**src/sv/assert_macros.svh**
```systemverilog
// ----------------------------------------------------------------------------
// Assertion macros
// Concurrent assertion wrappers shared by the RTL; they expand to nothing
// when the design is built for synthesis.
// ----------------------------------------------------------------------------
`ifndef ASSERT_MACROS_SVH
`define ASSERT_MACROS_SVH

`ifndef SYNTHESIS

// The consequent must hold in the same cycle as the antecedent.
`define ASSERT_IMPLY(label, clk, rst_n, ante, cons, msg) \
	label: assert property (@(posedge clk) disable iff (!rst_n) (ante) |-> (cons)) \
		else $error(msg);

// The consequent must hold in the cycle after the antecedent.
`define ASSERT_NEXT(label, clk, rst_n, ante, cons, msg) \
	label: assert property (@(posedge clk) disable iff (!rst_n) (ante) |=> (cons)) \
		else $error(msg);

`else

`define ASSERT_IMPLY(label, clk, rst_n, ante, cons, msg)

`define ASSERT_NEXT(label, clk, rst_n, ante, cons, msg)

`endif

`endif

```
**src/sv/rs485hd_pkg.sv**
```systemverilog
// ----------------------------------------------------------------------------
// RS485 half-duplex buffer package
// Ring depths, field widths, operation codes and pin-count codes.
// ----------------------------------------------------------------------------
package rs485hd_pkg;

	// Ring depths; each ring keeps one slot empty.
	localparam int RX_DEPTH = 64;
	localparam int TX_DEPTH = 64;
	localparam int RX_AW    = $clog2(RX_DEPTH);
	localparam int TX_AW    = $clog2(TX_DEPTH);

	// Field widths.
	localparam int DATA_W  = 8;
	localparam int OP_W    = 3;
	localparam int COUNT_W = 6;
	localparam int PIN_W   = 2;

	// Operation codes.
	localparam logic [OP_W-1:0] OP_RX_BYTE = 3'd0;
	localparam logic [OP_W-1:0] OP_READ    = 3'd1;
	localparam logic [OP_W-1:0] OP_PEEK    = 3'd2;
	localparam logic [OP_W-1:0] OP_WRITE   = 3'd3;
	localparam logic [OP_W-1:0] OP_SENT    = 3'd4;
	localparam logic [OP_W-1:0] OP_DISCARD = 3'd5;

	// Direction pin counts.
	localparam logic [PIN_W-1:0] PINS_DRIVER = 2'd1;
	localparam logic [PIN_W-1:0] PINS_BOTH   = 2'd2;

endpackage

```
**src/sv/rs485_half_duplex_uart_buffers.sv**
```systemverilog
// ----------------------------------------------------------------------------
// RS485 half-duplex UART buffers
// Receive and transmit byte rings with driver and receiver enable control.
// ----------------------------------------------------------------------------
// An operation is taken when start is high and busy is low. Its result appears
// on the result ports, marked by done for exactly one cycle, once the update
// cycle is over. The receiver cannot stall, so the result must be captured in
// that cycle. busy is high in the execute state after each transfer, so the block
// cannot take a new operation until the last one is through. This is set by
// the registered read of the two ring memories: each operation reads its ring
// entry at the transfer and updates pointers and memory in the following cycle.
// The enable pin count (pin_count_q) is written through cfg_write and cfg_data;
// the user must write it only while idle, as the block does not enforce this.

`include "assert_macros.svh"

module rs485_half_duplex_uart_buffers (
	input  logic                             clk,
	input  logic                             arst_n,
	input  logic                             start,
	output logic                             busy,
	output logic                             done,
	input  logic [rs485hd_pkg::OP_W-1:0]     op,
	input  logic [rs485hd_pkg::DATA_W-1:0]   data,
	input  logic                             rx_error,
	input  logic                             cfg_write,
	input  logic [rs485hd_pkg::PIN_W-1:0]    cfg_data,
	output logic [rs485hd_pkg::DATA_W-1:0]   read_data,
	output logic                             read_valid,
	output logic                             write_accepted,
	output logic [rs485hd_pkg::COUNT_W-1:0]  rx_count,
	output logic [rs485hd_pkg::COUNT_W-1:0]  tx_space,
	output logic [rs485hd_pkg::DATA_W-1:0]   line_byte,
	output logic                             line_start,
	output logic                             driver_enable,
	output logic                             receiver_disable
);
	import rs485hd_pkg::*;

	typedef enum logic [1:0] {
		ST_IDLE = 2'b01,
		ST_EXEC = 2'b10
	} state_t;

	// Control state.
	state_t             state_q;
	logic [RX_AW-1:0]   rx_wp_q, rx_rp_q;
	logic [TX_AW-1:0]   tx_wp_q, tx_rp_q;
	logic               tx_busy_q, driving_q;
	logic [PIN_W-1:0]   pin_count_q;
	logic               done_q;

	// Operation captured at the transfer.
	logic [OP_W-1:0]    op_s1;
	logic [DATA_W-1:0]  data_s1;
	logic               err_s1;
	logic [DATA_W-1:0]  rx_rdata_s1, tx_rdata_s1;

	// Ring memories.
	logic [DATA_W-1:0]  rx_mem [RX_DEPTH];
	logic [DATA_W-1:0]  tx_mem [TX_DEPTH];

	// Next state and results.
	logic [RX_AW-1:0]   rx_wp_d, rx_rp_d, rx_used;
	logic [TX_AW-1:0]   tx_wp_d, tx_rp_d, tx_used, tx_raddr;
	logic               tx_busy_d, driving_d, rx_we, tx_we;
	logic [DATA_W-1:0]  rdata_d, lbyte_d;
	logic               rvalid_d, wacc_d, lstart_d;
	logic               accept, exec;

	// Result registers.
	logic [DATA_W-1:0]  read_data_q, line_byte_q;
	logic               read_valid_q, write_accepted_q, line_start_q;
	logic [COUNT_W-1:0] rx_count_q, tx_space_q;
	logic               driver_enable_q, receiver_disable_q;

	// Ring pointer increments with wrap at the depth.
	function automatic logic [RX_AW-1:0] rx_inc(input logic [RX_AW-1:0] p);
		if (p == RX_AW'(RX_DEPTH - 1)) return '0;
		else return p + RX_AW'(1);
	endfunction

	function automatic logic [TX_AW-1:0] tx_inc(input logic [TX_AW-1:0] p);
		if (p == TX_AW'(TX_DEPTH - 1)) return '0;
		else return p + TX_AW'(1);
	endfunction

	assign exec   = (state_q == ST_EXEC);
	assign busy   = exec;
	assign accept = start && !busy;

	// A byte-sent operation reads the entry after the current one.
	assign tx_raddr = (op == OP_SENT) ? tx_inc(tx_rp_q) : tx_rp_q;

	// Sequencer: the rings are read at the transfer and updated in the execute state.
	always_ff @(posedge clk or negedge arst_n) begin
		if (!arst_n) begin
			state_q <= ST_IDLE;
			done_q  <= 1'b0;
		end else begin
			done_q <= exec;
			unique case (state_q)
				ST_IDLE: if (accept) state_q <= ST_EXEC;
				ST_EXEC: state_q <= ST_IDLE;
				default: state_q <= ST_IDLE;
			endcase
		end
	end

	// Configuration register.
	always_ff @(posedge clk or negedge arst_n) begin
		if (!arst_n) begin
			pin_count_q <= '0;
		end else if (cfg_write) begin
			pin_count_q <= cfg_data;
		end
	end

	// Capture the operation at the transfer.
	always_ff @(posedge clk) begin
		if (accept) begin
			op_s1   <= op;
			data_s1 <= data;
			err_s1  <= rx_error;
		end
	end

	// Receive ring memory: read at the transfer, written in the update cycle.
	always_ff @(posedge clk) begin
		if (rx_we) rx_mem[rx_wp_q] <= data_s1;
		if (accept) rx_rdata_s1 <= rx_mem[rx_rp_q];
	end

	// Transmit ring memory: read at the transfer, written in the update cycle.
	always_ff @(posedge clk) begin
		if (tx_we) tx_mem[tx_wp_q] <= data_s1;
		if (accept) tx_rdata_s1 <= tx_mem[tx_raddr];
	end

	// Operation decode and next ring state.
	always_comb begin
		rx_wp_d   = rx_wp_q;
		rx_rp_d   = rx_rp_q;
		tx_wp_d   = tx_wp_q;
		tx_rp_d   = tx_rp_q;
		tx_busy_d = tx_busy_q;
		driving_d = driving_q;
		rx_we     = 1'b0;
		tx_we     = 1'b0;
		rdata_d   = '0;
		rvalid_d  = 1'b0;
		wacc_d    = 1'b0;
		lbyte_d   = '0;
		lstart_d  = 1'b0;
		if (exec) begin
			unique case (op_s1) inside
				OP_RX_BYTE: begin
					if (!err_s1 && rx_inc(rx_wp_q) != rx_rp_q) begin
						rx_we   = 1'b1;
						rx_wp_d = rx_inc(rx_wp_q);
					end
				end
				OP_READ, OP_PEEK: begin
					if (rx_wp_q != rx_rp_q) begin
						rdata_d  = rx_rdata_s1;
						rvalid_d = 1'b1;
						if (op_s1 == OP_READ) rx_rp_d = rx_inc(rx_rp_q);
					end
				end
				OP_WRITE: begin
					if (tx_inc(tx_wp_q) != tx_rp_q) begin
						tx_we   = 1'b1;
						tx_wp_d = tx_inc(tx_wp_q);
						wacc_d  = 1'b1;
						if (!tx_busy_q) begin
							tx_busy_d = 1'b1;
							driving_d = 1'b1;
							lstart_d  = 1'b1;
							// The oldest byte may be the one written in this cycle.
							lbyte_d   = (tx_wp_q == tx_rp_q) ? data_s1 : tx_rdata_s1;
						end
					end
				end
				OP_SENT: begin
					if (tx_busy_q) begin
						tx_rp_d = tx_inc(tx_rp_q);
						if (tx_rp_d == tx_wp_q) begin
							tx_busy_d = 1'b0;
							driving_d = 1'b0;
						end else begin
							lbyte_d  = tx_rdata_s1;
							lstart_d = 1'b1;
						end
					end
				end
				OP_DISCARD: rx_rp_d = rx_wp_q;
				default: ;
			endcase
		end
	end

	// Fill levels after the update; arithmetic wraps within the pointer width.
	always_comb begin
		if (rx_wp_d >= rx_rp_d) rx_used = rx_wp_d - rx_rp_d;
		else rx_used = rx_wp_d + RX_AW'(RX_DEPTH) - rx_rp_d;
		if (tx_wp_d >= tx_rp_d) tx_used = tx_wp_d - tx_rp_d;
		else tx_used = tx_wp_d + TX_AW'(TX_DEPTH) - tx_rp_d;
	end

	// Ring pointers and transmitter state.
	always_ff @(posedge clk or negedge arst_n) begin
		if (!arst_n) begin
			rx_wp_q   <= '0;
			rx_rp_q   <= '0;
			tx_wp_q   <= '0;
			tx_rp_q   <= '0;
			tx_busy_q <= 1'b0;
			driving_q <= 1'b0;
		end else if (exec) begin
			rx_wp_q   <= rx_wp_d;
			rx_rp_q   <= rx_rp_d;
			tx_wp_q   <= tx_wp_d;
			tx_rp_q   <= tx_rp_d;
			tx_busy_q <= tx_busy_d;
			driving_q <= driving_d;
		end
	end

	// Result registers, loaded at the end of the update cycle.
	always_ff @(posedge clk) begin
		if (exec) begin
			read_data_q        <= rdata_d;
			read_valid_q       <= rvalid_d;
			write_accepted_q   <= wacc_d;
			rx_count_q         <= COUNT_W'(rx_used);
			tx_space_q         <= COUNT_W'(TX_AW'(TX_DEPTH - 1) - tx_used);
			line_byte_q        <= lbyte_d;
			line_start_q       <= lstart_d;
			driver_enable_q    <= driving_d && (pin_count_q >= PINS_DRIVER);
			receiver_disable_q <= driving_d && (pin_count_q >= PINS_BOTH);
		end
	end

	assign done             = done_q;
	assign read_data        = read_data_q;
	assign read_valid       = read_valid_q;
	assign write_accepted   = write_accepted_q;
	assign rx_count         = rx_count_q;
	assign tx_space         = tx_space_q;
	assign line_byte        = line_byte_q;
	assign line_start       = line_start_q;
	assign driver_enable    = driver_enable_q;
	assign receiver_disable = receiver_disable_q;

	// Every update cycle is followed by exactly one result strobe.
	`ASSERT_NEXT(a_done_after_exec, clk, arst_n, state_q == ST_EXEC, done_q, "result strobe missing after update cycle")

	// An idle transmitter always has an empty transmit ring.
	`ASSERT_IMPLY(a_idle_tx_empty, clk, arst_n, !tx_busy_q, tx_rp_q == tx_wp_q, "idle transmitter with bytes queued")

	// A started byte leaves the transmitter busy and the line driven.
	`ASSERT_IMPLY(a_start_drives, clk, arst_n, done_q && line_start_q, tx_busy_q && driving_q, "byte started without driving the line")

endmodule
```
**config.mk**
```make
export PLATFORM = sky130hd
export DESIGN_NAME = rs485_half_duplex_uart_buffers
export DESIGN_NICKNAME = d
export VERILOG_FILES = /design/src/sv/rs485hd_pkg.sv /design/src/sv/rs485_half_duplex_uart_buffers.sv
export VERILOG_INCLUDE_DIRS = /design/src /design/src/sv
export SDC_FILE = /design/constraint.sdc
export NUM_CORES = 1
export LEC_CHECK = 0
export BUFFER_PORTS_ARGS = -buffer_cell sky130_fd_sc_hd__buf_2
export CAP_MARGIN = 5
export CORE_MARGIN = 5
export CORE_UTILIZATION = 49
export CTS_BUF_LIST = sky130_fd_sc_hd__clkbuf_16
export DETAILED_ROUTE_END_ITERATION = 8
export SKIP_CTS_REPAIR_TIMING = 1
export SLEW_MARGIN = 20
export SYNTH_ARGS = -nofsm -noshare
export SYNTH_HDL_FRONTEND = slang
export SYNTH_SLANG_ARGS = --single-unit
export TNS_END_PERCENT = 20
```
**constraint.sdc**
```tcl
create_clock -name clk -period 5 [get_ports clk]
set_input_delay 0.75 -clock clk [delete_from_list [all_inputs] [get_ports clk]]
set_output_delay 0.75 -clock clk [all_outputs]
set_load 0.01 [all_outputs]
```
==> results.sh <==
export IMPL_post_route_period_util=0.867
export IMPL_cp_required_ns=5.56
export IMPL_clk_pin_slew_ns=0.06
export IMPL_synth_area_um2=46500
export IMPL_cellLeakagePower_nw=16.9
export IMPL_clkSinkCount=1116
export IMPL_async_reset_ff_frac=0.0278
export IMPL_crit_chain="clkinv_1 -> and2_0 -> o311a_1 -> o21a_1 -> a311oi_4 -> nand2_1 -> and2_1 -> ha_1 -> a21o_1 -> a21oi_1 -> o21bai_1 -> a21oi_1 -> xor2_1 -> or4_1 -> nand4_1"
export IMPL_ant_nets=0
export IMPL_grt_pass1_wl_um=178000
export IMPL_worstRegToRegCells=15
export IMPL_final_area_um2=52900
export IMPL_p_per_area_nw_per_um2=380
export IMPL_cts_made_buffers=113
export IMPL_drive_gt1_frac=0.191
export IMPL_synthCells=2944
export IMPL_fin_cells=4445
export IMPL_hold_slack_ns=0.162
export IMPL_r2r_end="tx_space[5]$_DFFE_PP_"
export IMPL_finalCriticalPeriod_ns=4.34
export IMPL_yosysWarningCount=0
export IMPL_fin_ws_ns=0.664
export IMPL_r2r_start="tx_wp_q[3]$_DFFE_PN0P_"
export IMPL_crit_path_frequent_cell="a21oi_1"
export IMPL_hold_viol_final=0
export IMPL_place_worst_setup_slack_ns=0.727
export IMPL_dpl_cell_count=4235
export IMPL_die_area_um2=101000
export IMPL_portBuffers=52
export IMPL_root_buffer="clkbuf_16"
export IMPL_clk_path_buf_depth=3
export IMPL_grt_setup_unrepaired="false"
export IMPL_place_hpwl_um=73800
export IMPL_tritoncts="built"
export IMPL_worst_setup_path_start_kind="flop"
export IMPL_drc=0
export IMPL_grt_busiest_layer="met2"
export IMPL_yosys_area_top_type_share=0.700
export IMPL_synthTopCellsByArea="edfxtp_1, mux4_2, mux2i_1"
export IMPL_max_cap_violations=0
export IMPL_worst_pin_slew_ns=1.15
export IMPL_place_congestion=0.883
export IMPL_grt_antenna_before_repair=3
export IMPL_cpMaxStageDelayCell="dfrtp_1"
export IMPL_avgSynthCellArea_um2=15.8
export IMPL_ioPinCount=53
export IMPL_worstSetupPathType="flop to flop"
export IMPL_start_util=0.492
export IMPL_ys_types=77
export IMPL_grt_pass1_vias=27500
export IMPL_gr_usage_met3=0.0355
export IMPL_vias_per_cell=6.14
export IMPL_wl_um=119000
export IMPL_end_kind="flop"
export IMPL_die_w_um=318
export IMPL_drtIter0Drc=2741
export IMPL_synth_net_count=2978
export IMPL_crit_fanout=11
export IMPL_finalSetupTns_ns=0
export IMPL_finalSetupViolations=0
export IMPL_synth_top_area_cell="edfxtp_1"
export IMPL_hold_path_class="input port to asynchronous set/reset pin"
export IMPL_die_h_um=318
export IMPL_place_area_um2=49100
export IMPL_core_um2=94600
export IMPL_synth_edf_count=1085
export IMPL_ys_seq_elements=1116
export IMPL_path_buf_inv=1
export IMPL_status="finished clean"
export IMPL_grt_max_degree=130
export IMPL_via_count=27300
export IMPL_yosysSeqAreaShare=0.717
export IMPL_fp_row_count=113
export IMPL_grt_use_met2=0.384
export IMPL_clock_latency_ns=0.70
export IMPL_peakVddDrop_uv=315
export IMPL_wl_per_cell_um=26.8
export IMPL_critPathMaxStageDelay_ns=0.58
export IMPL_fmax_ghz=0.231
export IMPL_relSlewSlack=0.233
export IMPL_grt_remaining_overflow=0
export IMPL_layout_commonest_cell="edfxtp_1"
export IMPL_layout_common_cells="edfxtp_1, nand2_1, buf_4"
export IMPL_area_growth_syn_to_layout_pct=13.7
export IMPL_rrSetupSlack_ns=0.66
export IMPL_slew_viol_final=0
export IMPL_nets=3119
export IMPL_cp_arrival_ns=4.90
export IMPL_fin_skew_ns=0.0224
export IMPL_crit_family="compound AO/OA/AOI/OAI gates"
export IMPL_met1_usage=0.317
export IMPL_ys_flop_type="edfxtp_1"
export IMPL_grt_use_total=0.231
export IMPL_htree_levels=3
export IMPL_drtPass1Iterations=7
==> cells by family after synthesis <==
logic type | synth area share
buffers and inverters | 0.0195
multiplexers | 0.0961
AND/OR/NAND/NOR | 0.0698
flip-flops | 0.717
XOR/XNOR | 0.00974
AO/OA/AOI/OAI | 0.0830
adder cells (fa/ha/maj) | 0.00463
==> power breakdown <==
group / total [mW] / leakage, nW / internal, mW / switching (mW)
Combinational: 1.33 / 4.83 / 0.468 / 0.858
Clock: 8.36 / 1.90 / 4.84 / 3.52
Sequential: 10.4 / 10.2 / 10.4 / 0.0583
==> area by class of cell <==
| type | count | area (um^2) |
|---|---|---|
| multi-input combinational | 1604 | 12400 |
| clock buffer | 113 | 2830 |
| clock inverter | 96 | 893 |
| timing repair buffer | 225 | 1700 |
| tap | 1265 | 1580 |
| sequential | 1116 | 33400 |
| inverter | 25 | 93.8 |
| antenna | 1 | 2.50 |
| fill | 7322 | 41700 |
==> flip-flops by register name, indices dropped and copies added, names as in the netlist, 2 cells and up <==
register     flops
pin_count_q      2
tx_mem         512
rx_rdata_s1      8
tx_rdata_s1      8
op_s1            3
read_data        8
rx_count         6
rx_rp_q          6
data_s1          8
tx_space         6
tx_wp_q          6
rx_wp_q          6
line_byte        8
state_q          2
tx_rp_q          6
rx_mem         512
==> synth_stat cells, types with 32 or more instances <==
| cell | instances |
|---|---|
| mux2_2 | 70 |
| xnor2_1 | 32 |
| a31oi_1 | 63 |
| o21ai_0 | 104 |
| clkbuf_1 | 140 |
| nor3_1 | 119 |
| mux4_2 | 107 |
| nand3_1 | 69 |
| nor2_1 | 103 |
| a21oi_1 | 88 |
| edfxtp_1 | 1085 |
| o221ai_1 | 52 |
| mux2i_1 | 127 |
| nand2_1 | 247 |
==> per-layer routing <==
metal | vias up | wire length [um]
li1 | 12100 | -
met1 | 13900 | 49200
met2 | 1034 | 58100
met3 | 226 | 7360
met4 | 0 | 4370
met5 | - | 0
==> how the worst max path moves through the flow <==
stage                            end  cells past startpoint                    from
3_3_place_gp   tx_space[5]$_DFFE_PP_                     15  tx_wp_q[3]$_DFFE_PN0P_
2_1_floorplan  tx_space[5]$_DFFE_PP_                     17  tx_wp_q[0]$_DFFE_PN0P_
5_1_grt        tx_space[5]$_DFFE_PP_                     15  tx_wp_q[3]$_DFFE_PN0P_
3_5_place_dp   tx_space[5]$_DFFE_PP_                     15  tx_wp_q[3]$_DFFE_PN0P_
6_report       tx_space[5]$_DFFE_PP_                     15  tx_wp_q[3]$_DFFE_PN0P_
4_1_cts        tx_space[5]$_DFFE_PP_                     15  tx_wp_q[3]$_DFFE_PN0P_
==> per-stage QoR <==
stage                      util  total power [mW]
final                     0.559              20.1
after floorplan               -              11.5
after global routing      0.559              20.8
after global placement    0.519              11.9
after detailed placement  0.519              11.9
after CTS                 0.558              20.2
Note: power is estimated with default switching activity, not from simulation.
